$ cat config.mk
export PLATFORM = sky130hd
export DESIGN_NAME = byte_budget_lru_cache
export DESIGN_NICKNAME = d
export VERILOG_FILES = /design/src/design/bblc_pkg.sv /design/src/design/bblc_ram.sv /design/src/design/byte_budget_lru_cache.sv
export SDC_FILE = /design/constraint.sdc
export NUM_CORES = 2
export LEC_CHECK = 0
export ABC_AREA = 1
export BUFFER_PORTS_ARGS = -buffer_cell sky130_fd_sc_hd__buf_2
export CELL_PAD_IN_SITES_DETAIL_PLACEMENT = 1
export CELL_PAD_IN_SITES_GLOBAL_PLACEMENT = 2
export CORE_MARGIN = 1.5
export CORE_UTILIZATION = 25
export CTS_BUF_LIST = sky130_fd_sc_hd__clkbuf_4
export DETAILED_ROUTE_END_ITERATION = 10
export HOLD_SLACK_MARGIN = 0.02
export PLACE_DENSITY = 0.48
export SLEW_MARGIN = 15
export SYNTH_ARGS = -nofsm -noshare
export SYNTH_HDL_FRONTEND = slang
export SYNTH_SLANG_ARGS = --single-unit
$ cat constraint.sdc
create_clock -name clk -period 16.65 [get_ports clk]
set_input_delay 3.33 -clock clk [delete_from_list [all_inputs] [get_ports clk]]
set_output_delay 3.33 -clock clk [all_outputs]
set_load 0.05 [all_outputs]
$ cat src/design/bblc_pkg.sv
// Shared constants for the byte-budget LRU cache: operation kinds, result
// status codes, register indexes, stream widths and parameter defaults.
// No dependencies.
`default_nettype none

package bblc_pkg;

  // parameter defaults
  localparam int SLOTS_DEF    = 16;
  localparam int KEY_BITS_DEF = 32;

  // stream payload widths
  localparam int IN_TDATA_W  = 96;   // entry_key, entry_bytes, payload_handle
  localparam int IN_TUSER_W  = 3;    // kind
  localparam int OUT_TDATA_W = 136;  // out_key, out_handle, out_bytes, bytes_in_use, pad
  localparam int OUT_TUSER_W = 4;    // status
  localparam int USE_W       = 36;   // bytes_in_use field

  // configuration port
  localparam int CFG_ADDR_W = 1;
  localparam int CFG_DATA_W = 32;
  localparam logic [CFG_ADDR_W-1:0] REG_MAX_SIZE = 1'd0;
  localparam logic [CFG_ADDR_W-1:0] REG_SPILL    = 1'd1;

  // operation kinds
  localparam logic [IN_TUSER_W-1:0] KIND_ADD    = 3'd0;
  localparam logic [IN_TUSER_W-1:0] KIND_GET    = 3'd1;
  localparam logic [IN_TUSER_W-1:0] KIND_REMOVE = 3'd2;
  localparam logic [IN_TUSER_W-1:0] KIND_CLEAR  = 3'd3;
  localparam logic [IN_TUSER_W-1:0] KIND_TRIM   = 3'd4;

  // result status codes
  localparam logic [OUT_TUSER_W-1:0] ST_STORED    = 4'd0;
  localparam logic [OUT_TUSER_W-1:0] ST_UPDATED   = 4'd1;
  localparam logic [OUT_TUSER_W-1:0] ST_REJECTED  = 4'd2;
  localparam logic [OUT_TUSER_W-1:0] ST_HIT       = 4'd3;
  localparam logic [OUT_TUSER_W-1:0] ST_MISS      = 4'd4;
  localparam logic [OUT_TUSER_W-1:0] ST_REMOVED   = 4'd5;
  localparam logic [OUT_TUSER_W-1:0] ST_ABSENT    = 4'd6;
  localparam logic [OUT_TUSER_W-1:0] ST_CLEARED   = 4'd7;
  localparam logic [OUT_TUSER_W-1:0] ST_TRIMMED   = 4'd8;
  localparam logic [OUT_TUSER_W-1:0] ST_SPILLED   = 4'd9;
  localparam logic [OUT_TUSER_W-1:0] ST_DISCARDED = 4'd10;

endpackage

`default_nettype wire

$ cat src/design/bblc_ram.sv
// Generic single-write, single-read RAM with registered read data.
// Standalone; used for the cache entry store.
`default_nettype none

module bblc_ram #(
  parameter int WIDTH = 8,
  parameter int DEPTH = 16
) (
  input  wire logic                     clk,
  input  wire logic                     we,
  input  wire logic [$clog2(DEPTH)-1:0] waddr,
  input  wire logic [WIDTH-1:0]         wdata,
  input  wire logic [$clog2(DEPTH)-1:0] raddr,
  output logic      [WIDTH-1:0]         rdata
);

  logic [WIDTH-1:0] mem_r [DEPTH];
  logic [WIDTH-1:0] rdata_r;

  always_ff @(posedge clk) begin
    if (we) begin
      mem_r[waddr] <= wdata;
    end
    rdata_r <= mem_r[raddr];
  end

  assign rdata = rdata_r;

endmodule

`default_nettype wire

$ cat src/design/byte_budget_lru_cache.sv
// Byte-budget LRU cache: sequencer, slot recency table and result register.
// Depends on bblc_pkg and bblc_ram.
//
// Usage: one operation enters on the in_ stream (kind in in_tuser, key, size
// and handle in in_tdata); each produces one or more results on the out_
// stream, with out_tlast on the final one. Evictions come out as spilled or
// discarded results ahead of the closing result. Unknown kinds give none.
// Configuration (budget, spill mode) is to be written through cfg_we/cfg_addr/
// cfg_wdata while the block is idle; the block itself does not enforce this.
// Timing: in_tready is high only while idle; one operation is in work at a
// time. A key lookup walks the entry memory one slot per cycle, and each
// eviction of an add or trim needs another slot scan for the oldest entry.
// Clear and rejected adds skip the slot scan.
// Reset (synchronous, rst_n low) empties the cache, zeroes the budget and
// spill mode; no clearing pass is needed. A stalled receiver holds the
// current result in the output register and the sequencer waits before
// producing the next one.
`default_nettype none

module byte_budget_lru_cache #(
  parameter int SLOTS    = bblc_pkg::SLOTS_DEF,
  parameter int KEY_BITS = bblc_pkg::KEY_BITS_DEF
) (
  input  wire logic                               clk,
  input  wire logic                               rst_n,
  input  wire logic                               in_tvalid,
  output logic                                    in_tready,
  // [31:0] entry_key, [63:32] entry_bytes, [95:64] payload_handle
  input  wire logic [bblc_pkg::IN_TDATA_W-1:0]    in_tdata,
  // [2:0] kind
  input  wire logic [bblc_pkg::IN_TUSER_W-1:0]    in_tuser,
  output logic                                    out_tvalid,
  input  wire logic                               out_tready,
  // [31:0] out_key, [63:32] out_handle, [95:64] out_bytes,
  // [131:96] bytes_in_use, [135:132] zero
  output logic      [bblc_pkg::OUT_TDATA_W-1:0]   out_tdata,
  // [3:0] status
  output logic      [bblc_pkg::OUT_TUSER_W-1:0]   out_tuser,
  output logic                                    out_tlast,
  input  wire logic                               cfg_we,
  input  wire logic [bblc_pkg::CFG_ADDR_W-1:0]    cfg_addr,
  input  wire logic [bblc_pkg::CFG_DATA_W-1:0]    cfg_wdata
);

  localparam int IW = $clog2(SLOTS);
  localparam int CW = $clog2(SLOTS + 1);
  localparam int UW = (32 + IW > bblc_pkg::USE_W) ? 32 + IW : bblc_pkg::USE_W;
  localparam int SW = UW + 1;
  localparam int DW = KEY_BITS + 64;
  localparam logic [IW-1:0] LAST_IDX = IW'(SLOTS - 1);

  // sequencer states
  localparam logic [3:0] S_IDLE      = 4'd0;
  localparam logic [3:0] S_DISPATCH  = 4'd1;
  localparam logic [3:0] S_SCAN      = 4'd2;
  localparam logic [3:0] S_UPD_A     = 4'd3;
  localparam logic [3:0] S_UPD_B     = 4'd4;
  localparam logic [3:0] S_REFRESH   = 4'd5;
  localparam logic [3:0] S_DROP      = 4'd6;
  localparam logic [3:0] S_EVICT_CHK = 4'd7;
  localparam logic [3:0] S_FULL_CHK  = 4'd8;
  localparam logic [3:0] S_FREE      = 4'd9;
  localparam logic [3:0] S_TRIM_CHK  = 4'd10;
  localparam logic [3:0] S_INSERT    = 4'd11;
  localparam logic [3:0] S_EMIT      = 4'd12;

  // scan modes
  localparam logic [1:0] SM_KEY  = 2'd0;
  localparam logic [1:0] SM_OLD  = 2'd1;
  localparam logic [1:0] SM_FREE = 2'd2;

  // eviction context
  localparam logic [1:0] CTX_BUDGET = 2'd0;
  localparam logic [1:0] CTX_FULL   = 2'd1;
  localparam logic [1:0] CTX_TRIM   = 2'd2;

  // recency table operations
  localparam logic [2:0] AOP_NOP     = 3'd0;
  localparam logic [2:0] AOP_REFRESH = 3'd1;
  localparam logic [2:0] AOP_DROP    = 3'd2;
  localparam logic [2:0] AOP_INSERT  = 3'd3;
  localparam logic [2:0] AOP_CLEAR   = 3'd4;

  logic [3:0]                       state_r, state_nxt;
  logic [3:0]                       ret_r, ret_nxt;
  logic [bblc_pkg::IN_TUSER_W-1:0]  kind_r, kind_nxt;
  logic [KEY_BITS-1:0]              key_r, key_nxt;
  logic [31:0]                      bytes_r, bytes_nxt;
  logic [31:0]                      handle_r, handle_nxt;
  logic [31:0]                      max_r, max_nxt;
  logic                             spill_r, spill_nxt;
  logic [UW-1:0]                    used_r, used_nxt;

  logic [SLOTS-1:0]                 valid_r, valid_nxt;
  logic [IW-1:0]                    age_r   [SLOTS];
  logic [IW-1:0]                    age_nxt [SLOTS];
  logic [CW-1:0]                    cnt_r, cnt_nxt;
  logic [2:0]                       age_op;

  logic [1:0]                       scan_mode_r, scan_mode_nxt;
  logic [IW-1:0]                    scan_addr_r, scan_addr_nxt;
  logic                             issue_r, issue_nxt;
  logic                             chk_v_r, chk_v_nxt;
  logic [IW-1:0]                    chk_idx_r, chk_idx_nxt;
  logic [1:0]                       ctx_r, ctx_nxt;
  logic                             start_scan;

  logic [IW-1:0]                    found_idx_r, found_idx_nxt;
  logic [IW-1:0]                    found_age_r, found_age_nxt;
  logic [31:0]                      found_key_r, found_key_nxt;
  logic [31:0]                      found_bytes_r, found_bytes_nxt;
  logic [31:0]                      found_handle_r, found_handle_nxt;

  logic [bblc_pkg::OUT_TUSER_W-1:0] res_status_r, res_status_nxt;
  logic [31:0]                      res_key_r, res_key_nxt;
  logic [31:0]                      res_handle_r, res_handle_nxt;
  logic [31:0]                      res_bytes_r, res_bytes_nxt;
  logic                             res_last_r, res_last_nxt;

  logic                             out_valid_r, out_valid_nxt;
  logic [bblc_pkg::OUT_TUSER_W-1:0] out_status_r, out_status_nxt;
  logic [31:0]                      out_key_r, out_key_nxt;
  logic [31:0]                      out_handle_r, out_handle_nxt;
  logic [31:0]                      out_bytes_r, out_bytes_nxt;
  logic [bblc_pkg::USE_W-1:0]       out_use_r, out_use_nxt;
  logic                             out_last_r, out_last_nxt;

  logic                             ram_we;
  logic [DW-1:0]                    ram_wdata;
  logic [DW-1:0]                    ram_rdata;

  logic [63:0]                      in_key_wide;
  logic [63:0]                      key_wide;
  logic [63:0]                      rd_key_wide;
  logic [31:0]                      key32;
  logic [KEY_BITS-1:0]              rd_key;
  logic [31:0]                      rd_bytes;
  logic [31:0]                      rd_handle;
  logic                             chk_valid;
  logic [IW-1:0]                    chk_age;
  logic                             match;
  logic                             over_budget_add;

  bblc_ram #(
    .WIDTH (DW),
    .DEPTH (SLOTS)
  ) u_entry_ram (
    .clk   (clk),
    .we    (ram_we),
    .waddr (found_idx_r),
    .wdata (ram_wdata),
    .raddr (scan_addr_r),
    .rdata (ram_rdata)
  );

  assign ram_wdata   = {handle_r, bytes_r, key_r};
  assign rd_key      = ram_rdata[KEY_BITS-1:0];
  assign rd_bytes    = ram_rdata[KEY_BITS+31:KEY_BITS];
  assign rd_handle   = ram_rdata[KEY_BITS+63:KEY_BITS+32];

  assign in_key_wide = 64'(in_tdata[31:0]);
  assign key_wide    = 64'(key_r);
  assign rd_key_wide = 64'(rd_key);
  assign key32       = key_wide[31:0];

  // shared compare stage of the slot scan
  assign chk_valid = valid_r[chk_idx_r];
  assign chk_age   = age_r[chk_idx_r];

  always_comb begin
    case (scan_mode_r)
      SM_KEY:  match = chk_valid && (rd_key == key_r);
      SM_OLD:  match = chk_valid && (CW'(chk_age) == cnt_r - CW'(1));
      SM_FREE: match = !chk_valid;
      default: match = 1'b0;
    endcase
  end

  assign over_budget_add = (SW'(used_r) + SW'(bytes_r)) > SW'(max_r);

  // recency ranks: 0 is newest, valid slots always hold a permutation
  always_comb begin
    valid_nxt = valid_r;
    cnt_nxt   = cnt_r;
    for (int i = 0; i < SLOTS; i++) begin
      age_nxt[i] = age_r[i];
    end
    case (age_op)
      AOP_REFRESH: begin
        for (int i = 0; i < SLOTS; i++) begin
          if (IW'(i) == found_idx_r) begin
            age_nxt[i] = '0;
          end else if (valid_r[i] && age_r[i] < found_age_r) begin
            age_nxt[i] = age_r[i] + IW'(1);
          end
        end
      end
      AOP_DROP: begin
        for (int i = 0; i < SLOTS; i++) begin
          if (IW'(i) == found_idx_r) begin
            age_nxt[i]   = '0;
            valid_nxt[i] = 1'b0;
          end else if (valid_r[i] && age_r[i] > found_age_r) begin
            age_nxt[i] = age_r[i] - IW'(1);
          end
        end
        cnt_nxt = cnt_r - CW'(1);
      end
      AOP_INSERT: begin
        for (int i = 0; i < SLOTS; i++) begin
          if (IW'(i) == found_idx_r) begin
            age_nxt[i]   = '0;
            valid_nxt[i] = 1'b1;
          end else if (valid_r[i]) begin
            age_nxt[i] = age_r[i] + IW'(1);
          end
        end
        cnt_nxt = cnt_r + CW'(1);
      end
      AOP_CLEAR: begin
        for (int i = 0; i < SLOTS; i++) begin
          age_nxt[i] = '0;
        end
        valid_nxt = '0;
        cnt_nxt   = '0;
      end
      default: begin
        cnt_nxt = cnt_r;
      end
    endcase
  end

  always_comb begin
    state_nxt        = state_r;
    ret_nxt          = ret_r;
    kind_nxt         = kind_r;
    key_nxt          = key_r;
    bytes_nxt        = bytes_r;
    handle_nxt       = handle_r;
    max_nxt          = max_r;
    spill_nxt        = spill_r;
    used_nxt         = used_r;
    scan_mode_nxt    = scan_mode_r;
    scan_addr_nxt    = scan_addr_r;
    issue_nxt        = issue_r;
    chk_v_nxt        = 1'b0;
    chk_idx_nxt      = chk_idx_r;
    ctx_nxt          = ctx_r;
    start_scan       = 1'b0;
    found_idx_nxt    = found_idx_r;
    found_age_nxt    = found_age_r;
    found_key_nxt    = found_key_r;
    found_bytes_nxt  = found_bytes_r;
    found_handle_nxt = found_handle_r;
    res_status_nxt   = res_status_r;
    res_key_nxt      = res_key_r;
    res_handle_nxt   = res_handle_r;
    res_bytes_nxt    = res_bytes_r;
    res_last_nxt     = res_last_r;
    out_valid_nxt    = out_valid_r;
    out_status_nxt   = out_status_r;
    out_key_nxt      = out_key_r;
    out_handle_nxt   = out_handle_r;
    out_bytes_nxt    = out_bytes_r;
    out_use_nxt      = out_use_r;
    out_last_nxt     = out_last_r;
    age_op           = AOP_NOP;
    ram_we           = 1'b0;

    if (cfg_we) begin
      case (cfg_addr)
        bblc_pkg::REG_MAX_SIZE: max_nxt   = cfg_wdata;
        bblc_pkg::REG_SPILL:    spill_nxt = cfg_wdata[0];
        default:                max_nxt   = max_r;
      endcase
    end

    if (out_valid_r && out_tready) begin
      out_valid_nxt = 1'b0;
    end

    case (state_r)
      S_IDLE: begin
        if (in_tvalid) begin
          kind_nxt   = in_tuser;
          key_nxt    = in_key_wide[KEY_BITS-1:0];
          bytes_nxt  = in_tdata[63:32];
          handle_nxt = in_tdata[95:64];
          state_nxt  = S_DISPATCH;
        end
      end

      S_DISPATCH: begin
        ret_nxt = S_IDLE;
        case (kind_r)
          bblc_pkg::KIND_ADD: begin
            if (bytes_r > max_r) begin
              res_status_nxt = bblc_pkg::ST_REJECTED;
              res_key_nxt    = key32;
              res_handle_nxt = handle_r;
              res_bytes_nxt  = bytes_r;
              res_last_nxt   = 1'b1;
              state_nxt      = S_EMIT;
            end else begin
              scan_mode_nxt = SM_KEY;
              start_scan    = 1'b1;
            end
          end
          bblc_pkg::KIND_GET, bblc_pkg::KIND_REMOVE: begin
            scan_mode_nxt = SM_KEY;
            start_scan    = 1'b1;
          end
          bblc_pkg::KIND_CLEAR: begin
            age_op         = AOP_CLEAR;
            used_nxt       = '0;
            res_status_nxt = bblc_pkg::ST_CLEARED;
            res_key_nxt    = '0;
            res_handle_nxt = '0;
            res_bytes_nxt  = '0;
            res_last_nxt   = 1'b1;
            state_nxt      = S_EMIT;
          end
          bblc_pkg::KIND_TRIM: begin
            state_nxt = S_TRIM_CHK;
          end
          default: begin
            state_nxt = S_IDLE;
          end
        endcase
      end

      S_SCAN: begin
        if (issue_r) begin
          chk_v_nxt   = 1'b1;
          chk_idx_nxt = scan_addr_r;
          if (scan_addr_r == LAST_IDX) begin
            issue_nxt = 1'b0;
          end else begin
            scan_addr_nxt = scan_addr_r + IW'(1);
          end
        end
        if (chk_v_r && (match || chk_idx_r == LAST_IDX)) begin
          found_idx_nxt    = chk_idx_r;
          found_age_nxt    = chk_age;
          found_key_nxt    = rd_key_wide[31:0];
          found_bytes_nxt  = rd_bytes;
          found_handle_nxt = rd_handle;
          ret_nxt          = S_IDLE;
          case (scan_mode_r)
            SM_KEY: begin
              res_key_nxt    = key32;
              res_handle_nxt = '0;
              res_bytes_nxt  = '0;
              res_last_nxt   = 1'b1;
              case (kind_r)
                bblc_pkg::KIND_ADD: begin
                  state_nxt = match ? S_UPD_A : S_EVICT_CHK;
                end
                bblc_pkg::KIND_GET: begin
                  res_status_nxt = bblc_pkg::ST_MISS;
                  state_nxt      = match ? S_REFRESH : S_EMIT;
                end
                bblc_pkg::KIND_REMOVE: begin
                  res_status_nxt = bblc_pkg::ST_ABSENT;
                  state_nxt      = match ? S_DROP : S_EMIT;
                end
                default: begin
                  state_nxt = S_IDLE;
                end
              endcase
            end
            SM_OLD:  state_nxt = match ? S_DROP : S_IDLE;
            SM_FREE: state_nxt = match ? S_INSERT : S_IDLE;
            default: state_nxt = S_IDLE;
          endcase
        end
      end

      S_UPD_A: begin
        used_nxt  = used_r - UW'(found_bytes_r);
        ram_we    = 1'b1;
        age_op    = AOP_REFRESH;
        state_nxt = S_UPD_B;
      end

      S_UPD_B: begin
        used_nxt       = used_r + UW'(bytes_r);
        res_status_nxt = bblc_pkg::ST_UPDATED;
        res_key_nxt    = key32;
        res_handle_nxt = handle_r;
        res_bytes_nxt  = bytes_r;
        res_last_nxt   = 1'b1;
        ret_nxt        = S_IDLE;
        state_nxt      = S_EMIT;
      end

      S_REFRESH: begin
        age_op         = AOP_REFRESH;
        res_status_nxt = bblc_pkg::ST_HIT;
        res_key_nxt    = key32;
        res_handle_nxt = found_handle_r;
        res_bytes_nxt  = found_bytes_r;
        res_last_nxt   = 1'b1;
        ret_nxt        = S_IDLE;
        state_nxt      = S_EMIT;
      end

      S_DROP: begin
        age_op         = AOP_DROP;
        used_nxt       = used_r - UW'(found_bytes_r);
        res_handle_nxt = found_handle_r;
        res_bytes_nxt  = found_bytes_r;
        if (kind_r == bblc_pkg::KIND_REMOVE) begin
          res_status_nxt = bblc_pkg::ST_REMOVED;
          res_key_nxt    = key32;
          res_last_nxt   = 1'b1;
          ret_nxt        = S_IDLE;
        end else begin
          res_status_nxt = spill_r ? bblc_pkg::ST_SPILLED : bblc_pkg::ST_DISCARDED;
          res_key_nxt    = found_key_r;
          res_last_nxt   = 1'b0;
          case (ctx_r)
            CTX_BUDGET: ret_nxt = S_EVICT_CHK;
            CTX_FULL:   ret_nxt = S_FREE;
            CTX_TRIM:   ret_nxt = S_TRIM_CHK;
            default:    ret_nxt = S_IDLE;
          endcase
        end
        state_nxt = S_EMIT;
      end

      S_EVICT_CHK: begin
        if (cnt_r != '0 && over_budget_add) begin
          ctx_nxt       = CTX_BUDGET;
          scan_mode_nxt = SM_OLD;
          start_scan    = 1'b1;
        end else begin
          state_nxt = S_FULL_CHK;
        end
      end

      S_FULL_CHK: begin
        // no free slot left: evict the oldest entry; otherwise look for a free slot
        if (cnt_r == CW'(SLOTS)) begin
          ctx_nxt       = CTX_FULL;
          scan_mode_nxt = SM_OLD;
        end else begin
          scan_mode_nxt = SM_FREE;
        end
        start_scan = 1'b1;
      end

      S_FREE: begin
        scan_mode_nxt = SM_FREE;
        start_scan    = 1'b1;
      end

      S_TRIM_CHK: begin
        if (cnt_r != '0 && used_r > UW'(max_r)) begin
          ctx_nxt       = CTX_TRIM;
          scan_mode_nxt = SM_OLD;
          start_scan    = 1'b1;
        end else begin
          res_status_nxt = bblc_pkg::ST_TRIMMED;
          res_key_nxt    = '0;
          res_handle_nxt = '0;
          res_bytes_nxt  = '0;
          res_last_nxt   = 1'b1;
          ret_nxt        = S_IDLE;
          state_nxt      = S_EMIT;
        end
      end

      S_INSERT: begin
        age_op         = AOP_INSERT;
        ram_we         = 1'b1;
        used_nxt       = used_r + UW'(bytes_r);
        res_status_nxt = bblc_pkg::ST_STORED;
        res_key_nxt    = key32;
        res_handle_nxt = handle_r;
        res_bytes_nxt  = bytes_r;
        res_last_nxt   = 1'b1;
        ret_nxt        = S_IDLE;
        state_nxt      = S_EMIT;
      end

      S_EMIT: begin
        // hold until the output register is free
        if (!out_valid_r || out_tready) begin
          out_valid_nxt  = 1'b1;
          out_status_nxt = res_status_r;
          out_key_nxt    = res_key_r;
          out_handle_nxt = res_handle_r;
          out_bytes_nxt  = res_bytes_r;
          out_use_nxt    = used_r[bblc_pkg::USE_W-1:0];
          out_last_nxt   = res_last_r;
          state_nxt      = ret_r;
        end
      end

      default: begin
        state_nxt = S_IDLE;
      end
    endcase

    if (start_scan) begin
      scan_addr_nxt = '0;
      issue_nxt     = 1'b1;
      chk_v_nxt     = 1'b0;
      state_nxt     = S_SCAN;
    end
  end

  always_ff @(posedge clk) begin
    if (!rst_n) begin
      state_r     <= S_IDLE;
      ret_r       <= S_IDLE;
      max_r       <= '0;
      spill_r     <= 1'b0;
      used_r      <= '0;
      valid_r     <= '0;
      cnt_r       <= '0;
      issue_r     <= 1'b0;
      chk_v_r     <= 1'b0;
      out_valid_r <= 1'b0;
      for (int i = 0; i < SLOTS; i++) begin
        age_r[i] <= '0;
      end
    end else begin
      state_r     <= state_nxt;
      ret_r       <= ret_nxt;
      max_r       <= max_nxt;
      spill_r     <= spill_nxt;
      used_r      <= used_nxt;
      valid_r     <= valid_nxt;
      cnt_r       <= cnt_nxt;
      issue_r     <= issue_nxt;
      chk_v_r     <= chk_v_nxt;
      out_valid_r <= out_valid_nxt;
      for (int i = 0; i < SLOTS; i++) begin
        age_r[i] <= age_nxt[i];
      end
    end
  end

  always_ff @(posedge clk) begin
    kind_r         <= kind_nxt;
    key_r          <= key_nxt;
    bytes_r        <= bytes_nxt;
    handle_r       <= handle_nxt;
    scan_mode_r    <= scan_mode_nxt;
    scan_addr_r    <= scan_addr_nxt;
    chk_idx_r      <= chk_idx_nxt;
    ctx_r          <= ctx_nxt;
    found_idx_r    <= found_idx_nxt;
    found_age_r    <= found_age_nxt;
    found_key_r    <= found_key_nxt;
    found_bytes_r  <= found_bytes_nxt;
    found_handle_r <= found_handle_nxt;
    res_status_r   <= res_status_nxt;
    res_key_r      <= res_key_nxt;
    res_handle_r   <= res_handle_nxt;
    res_bytes_r    <= res_bytes_nxt;
    res_last_r     <= res_last_nxt;
    out_status_r   <= out_status_nxt;
    out_key_r      <= out_key_nxt;
    out_handle_r   <= out_handle_nxt;
    out_bytes_r    <= out_bytes_nxt;
    out_use_r      <= out_use_nxt;
    out_last_r     <= out_last_nxt;
  end

  assign in_tready  = (state_r == S_IDLE);
  assign out_tvalid = out_valid_r;
  assign out_tuser  = out_status_r;
  assign out_tlast  = out_last_r;
  assign out_tdata  = {4'b0000, out_use_r, out_bytes_r, out_handle_r, out_key_r};

endmodule

`default_nettype wire

# [After elaboration in Yosys (flattened, before gate mapping)]
# Memory sizes are Yosys's and may differ from the RTL's. A register that Yosys moved wholly into a read port is not among the register bits.
# Cells that the tools add are included.
# W data, S select, Z words.
[totals] register_bits=554 ram_bits=1600 in_bits=137 out_inout_bits=143 word_cells=583 mem_count=2
[mem_list] name="u_entry_ram.mem_r" depth=16 word_bits=96 read_ports=1 rd_clocked_by_memory_dff=1 wr=1 line_no="bblc_ram.sv:17" source="logic [WIDTH-1:0] mem_r [DEPTH];"
[mem_list] name="age_r" depth=16 word_bits=4 read_ports=17 rd_clocked_by_memory_dff=1 wr=16 line_no="byte_budget_lru_cache.sv:95" source="logic [IW-1:0] age_r [SLOTS];"
[classes] addsub=38 order_cmp=36 eq_ne=100 n_mux=235 n_bitwise=21 n_reduce_logical=101
[op_table] cell="$mux W4" n=130
[op_table] cell="$pmux W32 S5" n=3
[op_table] cell="$mux W32" n=9
[op_table] cell="$pmux W64 S4" n=1
[op_table] cell="$pmux W32 S2" n=3
[op_table] cell="$pmux W36 S3" n=1
[op_table] cell="$ne A2 B2 Y1 const B" n=42
[op_table] cell="$add A4 B1 Y4 const B" n=17
[op_table] cell="$gt A4 B4 Y1" n=16
[op_table] cell="$lt A4 B4 Y1" n=16
[op_table] cell="$sub A4 B1 Y4 const B" n=16
[op_table] cell="$mux W1" n=54
[op_table] cell="$reduce_and A3 Y1" n=18
[op_table] cell="$pmux W16 S3" n=1
[op_table] cell="$logic_and A1 B1 Y1" n=38
[op_table] cell="$add A36 B32 Y37" n=1
[op_table] cell="$gt A37 B32 Y1" n=1
[op_table] cell="$add A36 B32 Y36" n=1
[op_table] cell="$gt A36 B32 Y1" n=1
[op_table] cell="$mux W36" n=1
[op_table] cell="$pmux W4 S3" n=3
[op_table] cell="$pmux W4 S9" n=1
[op_table] cell="$sub A36 B32 Y36" n=1
[op_table] cell="$eq A32 B32 Y1" n=1
[op_table] cell="59 further kinds" n=155

# [Logic depth before layout (Yosys ltp)]
[logic_depth] ltp_word=10 mapped_depth=32 depth_no_buf=32

# [By module]
# From an unflattened synthesis, not the netlist that was laid out.
[unflattened] hier_cells=10009 hier_area_um2=101911.5
[modules_own_cells] module="bblc_ram" n_inst=1 cells_each=6302 area_per_inst_um2=67708.7 seq_area_each_um2=48046.1
[modules_own_cells] module="byte_budget_lru_cache" n_inst=1 cells_each=3707 area_per_inst_um2=34202.8 seq_area_each_um2=16946.3

# [Worst setup path before layout]
# No wires, ideal clock.
[synth_path] path_type="input to register" startpoint="input out_tready" endpoint="register out_bytes_r[0] (enable)" setup_ns=0.635 arrival_time_ns=9.045 t_required_ns=16.015 path_slack_ns=6.970 stages=2 n_path_buf=0 path_cell_list="nor2_1 > nor2_1"
[synth_between] elab_chain_cells=2
[synth_rtl] element="start, declared" line_no="byte_budget_lru_cache.sv:33" source="input wire logic out_tready,"
[synth_rtl] element="$logic_or A1 B1 Y1" line_no="byte_budget_lru_cache.sv:489" source="if (!out_valid_r || out_tready) begin"
[synth_rtl] element="$reduce_and A2 Y1 (no source line)"
[synth_rtl] element="end signal, assigned" line_no="byte_budget_lru_cache.sv:568" source="out_bytes_r <= out_bytes_nxt;"
[synth_rtl] element="end, declared" line_no="byte_budget_lru_cache.sv:124" source="logic [31:0] out_bytes_r, out_bytes_nxt;"
# Every way passes these cells.
# A chain may end at the register's enable or synchronous reset.

# [Final worst setup path]
[layout_path] startpoint="register state_r[0]" endpoint="output in_tready"
[layout_between] elab_chain_cells=1
[layout_rtl] element="start, declared" line_no="byte_budget_lru_cache.sv:84" source="logic [3:0] state_r, state_nxt;"
[layout_rtl] element="start signal, assigned" line_no="byte_budget_lru_cache.sv:530" source="state_r <= state_nxt;"
[layout_rtl] element="$logic_not A4 Y1" line_no="byte_budget_lru_cache.sv:573" source="assign in_tready = (state_r == S_IDLE);"
[layout_rtl] element="end, declared" line_no="byte_budget_lru_cache.sv:27" source="output logic in_tready,"
# Every way passes these cells.

==> impl_metrics.py <==
metrics = {
    "grt": {
        "grt-ovfl-total": 0,
        "antenna_found_initial": 31,
        "grtUsageTotal": 0.180,
        "grt_max_degree": 162,
        "grt_pass1_wl_mm": 507,
        "grt_pass1_vias": 70838,
    },
    "clocking": {
        "cts_buffers": 664,
        "hold_buffers": 0,
        "cts.repair.resized": 0,
        "cts-root-buf": "clkbuf_4",
        "cts_setup_buffers": 0,
        "htree_num_levels": 6,
        "clkTransAtPathRegs_ps": 70,
        "cts_tree": "yes",
        "clock_latency_ps": 1560,
        "cts_sinks": 2254,
        "clockBufferDepth": 4,
    },
    "die": {
        "initial_utilization": 0.251,
        "die_y_um": 621,
        "num_rows": 226,
        "ios": 280,
        "core_um2": 379000,
        "die-width_um": 621,
        "dieArea_um2": 385000,
    },
    "logic_synthesis": {
        "yosys_warnings": 0,
        "yosys-top-cells-area": "edfxtp_1, dfxtp_1, nor2_1",
        "ys_seq_elements": 2254,
        "synth_top_area_frac": 0.625,
        "synth-edff-count": 1985,
        "ys_async_sr_fraction": 0,
        "ys_top_cells_by_count": "edfxtp_1, nor2_1, nand2_1",
        "avgSynthCellArea_um2": 12.1,
        "synth_cell_type_count": 65,
        "synthMostInstantiatedCell": "edfxtp_1",
        "synth_area_um2": 95400,
        "synth_ff_type": "edfxtp_1",
        "yosysSeqAreaShare": 0.682,
        "synthCells": 7884,
        "yosysTopAreaCell": "edfxtp_1",
    },
    "final_layout": {
        "layout-drive-gt1-share": 0.179,
        "fin_util": 0.295,
        "nets": 8962,
        "nFillCells": 41736,
        "area_growth_pct": 17.2,
        "fin_cells": 14147,
        "fin_area_um2": 112000,
        "seq_area_um2": 65000,
        "multi_input_area_um2": 27200,
    },
    "detailed_routing": {
        "drt-total-wl_mm": 354,
        "vias_per_cell": 4.71,
        "post_drt_wl_per_cell_um": 25.0,
        "drcViolationCount": 0,
        "num_vias": 66692,
        "drtIter0Drc": 3392,
        "route.antenna.remaining_nets": 0,
        "dr.pass1.iters": 5,
    },
    "pwr": {
        "power.total_mw": 17.3,
        "vdd_drop_max_mv": 0.110,
        "p_per_area_nw_per_um2": 155,
        "p_leak_nw": 39.2,
    },
    "hold_path": {
        "hold_class": "flip-flop to flip-flop",
        "min_from": "u_entry_ram.rdata[87]$_DFF_P_",
    },
    "setup_path": {
        "start_kind": "flip-flop",
        "setup.worst_path.start": "state_r[0]$_SDFFE_PP0P_",
        "path_buf_inv": 2,
        "cp_common_cell": "nor2_1",
        "crit_type": "flip-flop to primary output",
        "r2r_cells": 27,
        "crit_end": "in_tready",
        "cp_slowest_stage_delay_ps": 380,
        "crit_fanout": 6,
        "rr_startpoint": "bytes_r[0]$_DFFE_PP_",
        "worstPathCellList": "nor2_1 -> inv_1 -> nor2_1 -> buf_2",
        "ff2ff_setup_slack_ps": 11010,
        "cp.depth": 4,
        "arrival_ps": 2870,
        "r2r-end": "scan_mode_r[1]$_DFFE_PP_",
        "critPathRequiredTime_ps": 13320,
        "cp_slowest_cell": "dfxtp_1",
        "worstSetupEndpointType": "primary output",
        "path_delay_family": "simple AND/OR/NAND/NOR gates",
    },
    "timing": {
        "fin_crit_sh": 0.373,
        "final_max_slew_viol_count": 0,
        "fin_skew_ps": 125,
        "final_hold_viol_count": 0,
        "finalCriticalPeriod_ps": 6200,
        "slew_headroom": 0.262,
        "whs_ps": 367,
        "tightest_slew_ps": 1100,
        "fin_ws_ps": 10450,
        "max_freq_ghz": 0.161,
        "grt_setup_unrepaired": "false",
        "setup_viol": 0,
        "fin_tns_setup_ps": 0,
    },
    "placement": {
        "placed_area_um2": 103000,
        "place_congestion": 0.809,
        "dp.cells": 12906,
        "portBuffers": 275,
        "dp_slack_ps": 10180,
        "hpwl_mm": 206,
    },
    "status": {
        "status": "completed",
    },
    "flow_run": {
        "drv_cap": 0,
    },
}
-- placed cells by master (no fill, tap or decap), types with 8 or more instances in the layout --
master and n:
inv_6 9, nor2_1 1096, or2_2 20, clkbuf_4 1065
edfxtp_1 1985, and3_1 8, o22ai_1 32, nor4_1 11
nor2_2 10, buf_12 14, o32ai_1 237, clkinv_1 99
inv_1 447, clkinv_4 8, buf_4 104, a31oi_1 41
xnor2_1 46, ha_1 267, inv_2 27, a32oi_1 13
o21a_1 8, bufinv_16 12, nor3_1 48, clkinv_2 15
o21ai_0 710, nor2_4 31, a211oi_1 35, xor2_1 83
nand4_1 39, mux2i_1 151, nand3_1 356, o211ai_1 95
nand2_1 886, dfxtp_1 266, o221ai_1 154, diode_2 21
buf_2 275, a21oi_1 322
-- how the worst min path moves through the flow --
stage	endpoint	slack (ps)	cells after the start
6_report	found_handle_r[23]$_DFFE_PP_	370	0
3_5_place_dp	found_handle_r[13]$_DFFE_PP_	390	0
2_1_floorplan	found_bytes_r[0]$_DFFE_PP_	390	0
5_1_grt	found_handle_r[23]$_DFFE_PP_	340	0
4_1_cts	found_handle_r[23]$_DFFE_PP_	350	0
3_3_place_gp	found_bytes_r[21]$_DFFE_PP_	390	0
-- sequential cells by signal, summed over array words and instances (netlist names), 5 cells and up, named ones only --
register,count
max_r,32
cnt_r,5
res_bytes_r,32
handle_r,32
out_use_r,36
found_handle_r,32
bytes_r,32
valid_r,16
res_key_r,32
u_entry_ram.mem_r,1536
used_r,36
out_handle_r,32
u_entry_ram.rdata,96
out_bytes_r,32
age_r,64
found_key_r,32
key32,32
out_key_r,32
found_bytes_r,32
res_handle_r,32
-- logic make-up (layout without fill, tap and decap cells) --
| group | count (synthesis) | in the layout | synth area share |
|---|---|---|---|
| muxes | 151 | 151 | 0.0158 |
| AOI/OAI and AO/OA | 1693 | 1693 | 0.111 |
| adders and majority gates | 269 | 269 | 0.0355 |
| DFF | 2254 | 2254 | 0.682 |
| other | 1 | 25 | 0.0000393 |
| xor gates and xnor gates | 129 | 129 | 0.0118 |
| buffers and inverters | 862 | 2085 | 0.0355 |
| and+or+nand+nor | 2525 | 2525 | 0.109 |
-- report_power, final --
part           leakage (nW)  internal (mW)  switching [mW]
logic                  13.7           1.14            2.70
clock network          5.39           3.08            2.56
registers              20.1           7.13           0.706
-- routing by layer --
metal,routed length (µm),vias to the layer above,track usage,part of all wire
met5,65,-,0,0.00018
met4,7980,10,0.0506,0.023
met3,12800,526,0.0251,0.036
met2,170000,1319,0.304,0.48
met1,163000,34143,0.241,0.46
li1,-,30694,-,-
-- final cells by class --
class / count / area share
Clock buffer: 1065 / 0.0715
Timing Repair Buffer: 393 / 0.0218
Antenna cell: 21 / 0.000470
Multi-Input combinational cell: 4771 / 0.243
Tap cell: 5016 / 0.0561
Sequential cell: 2254 / 0.581
Clock inverter: 155 / 0.00916
Inverter: 472 / 0.0161
Note: power is estimated with default switching activity, not from simulation.
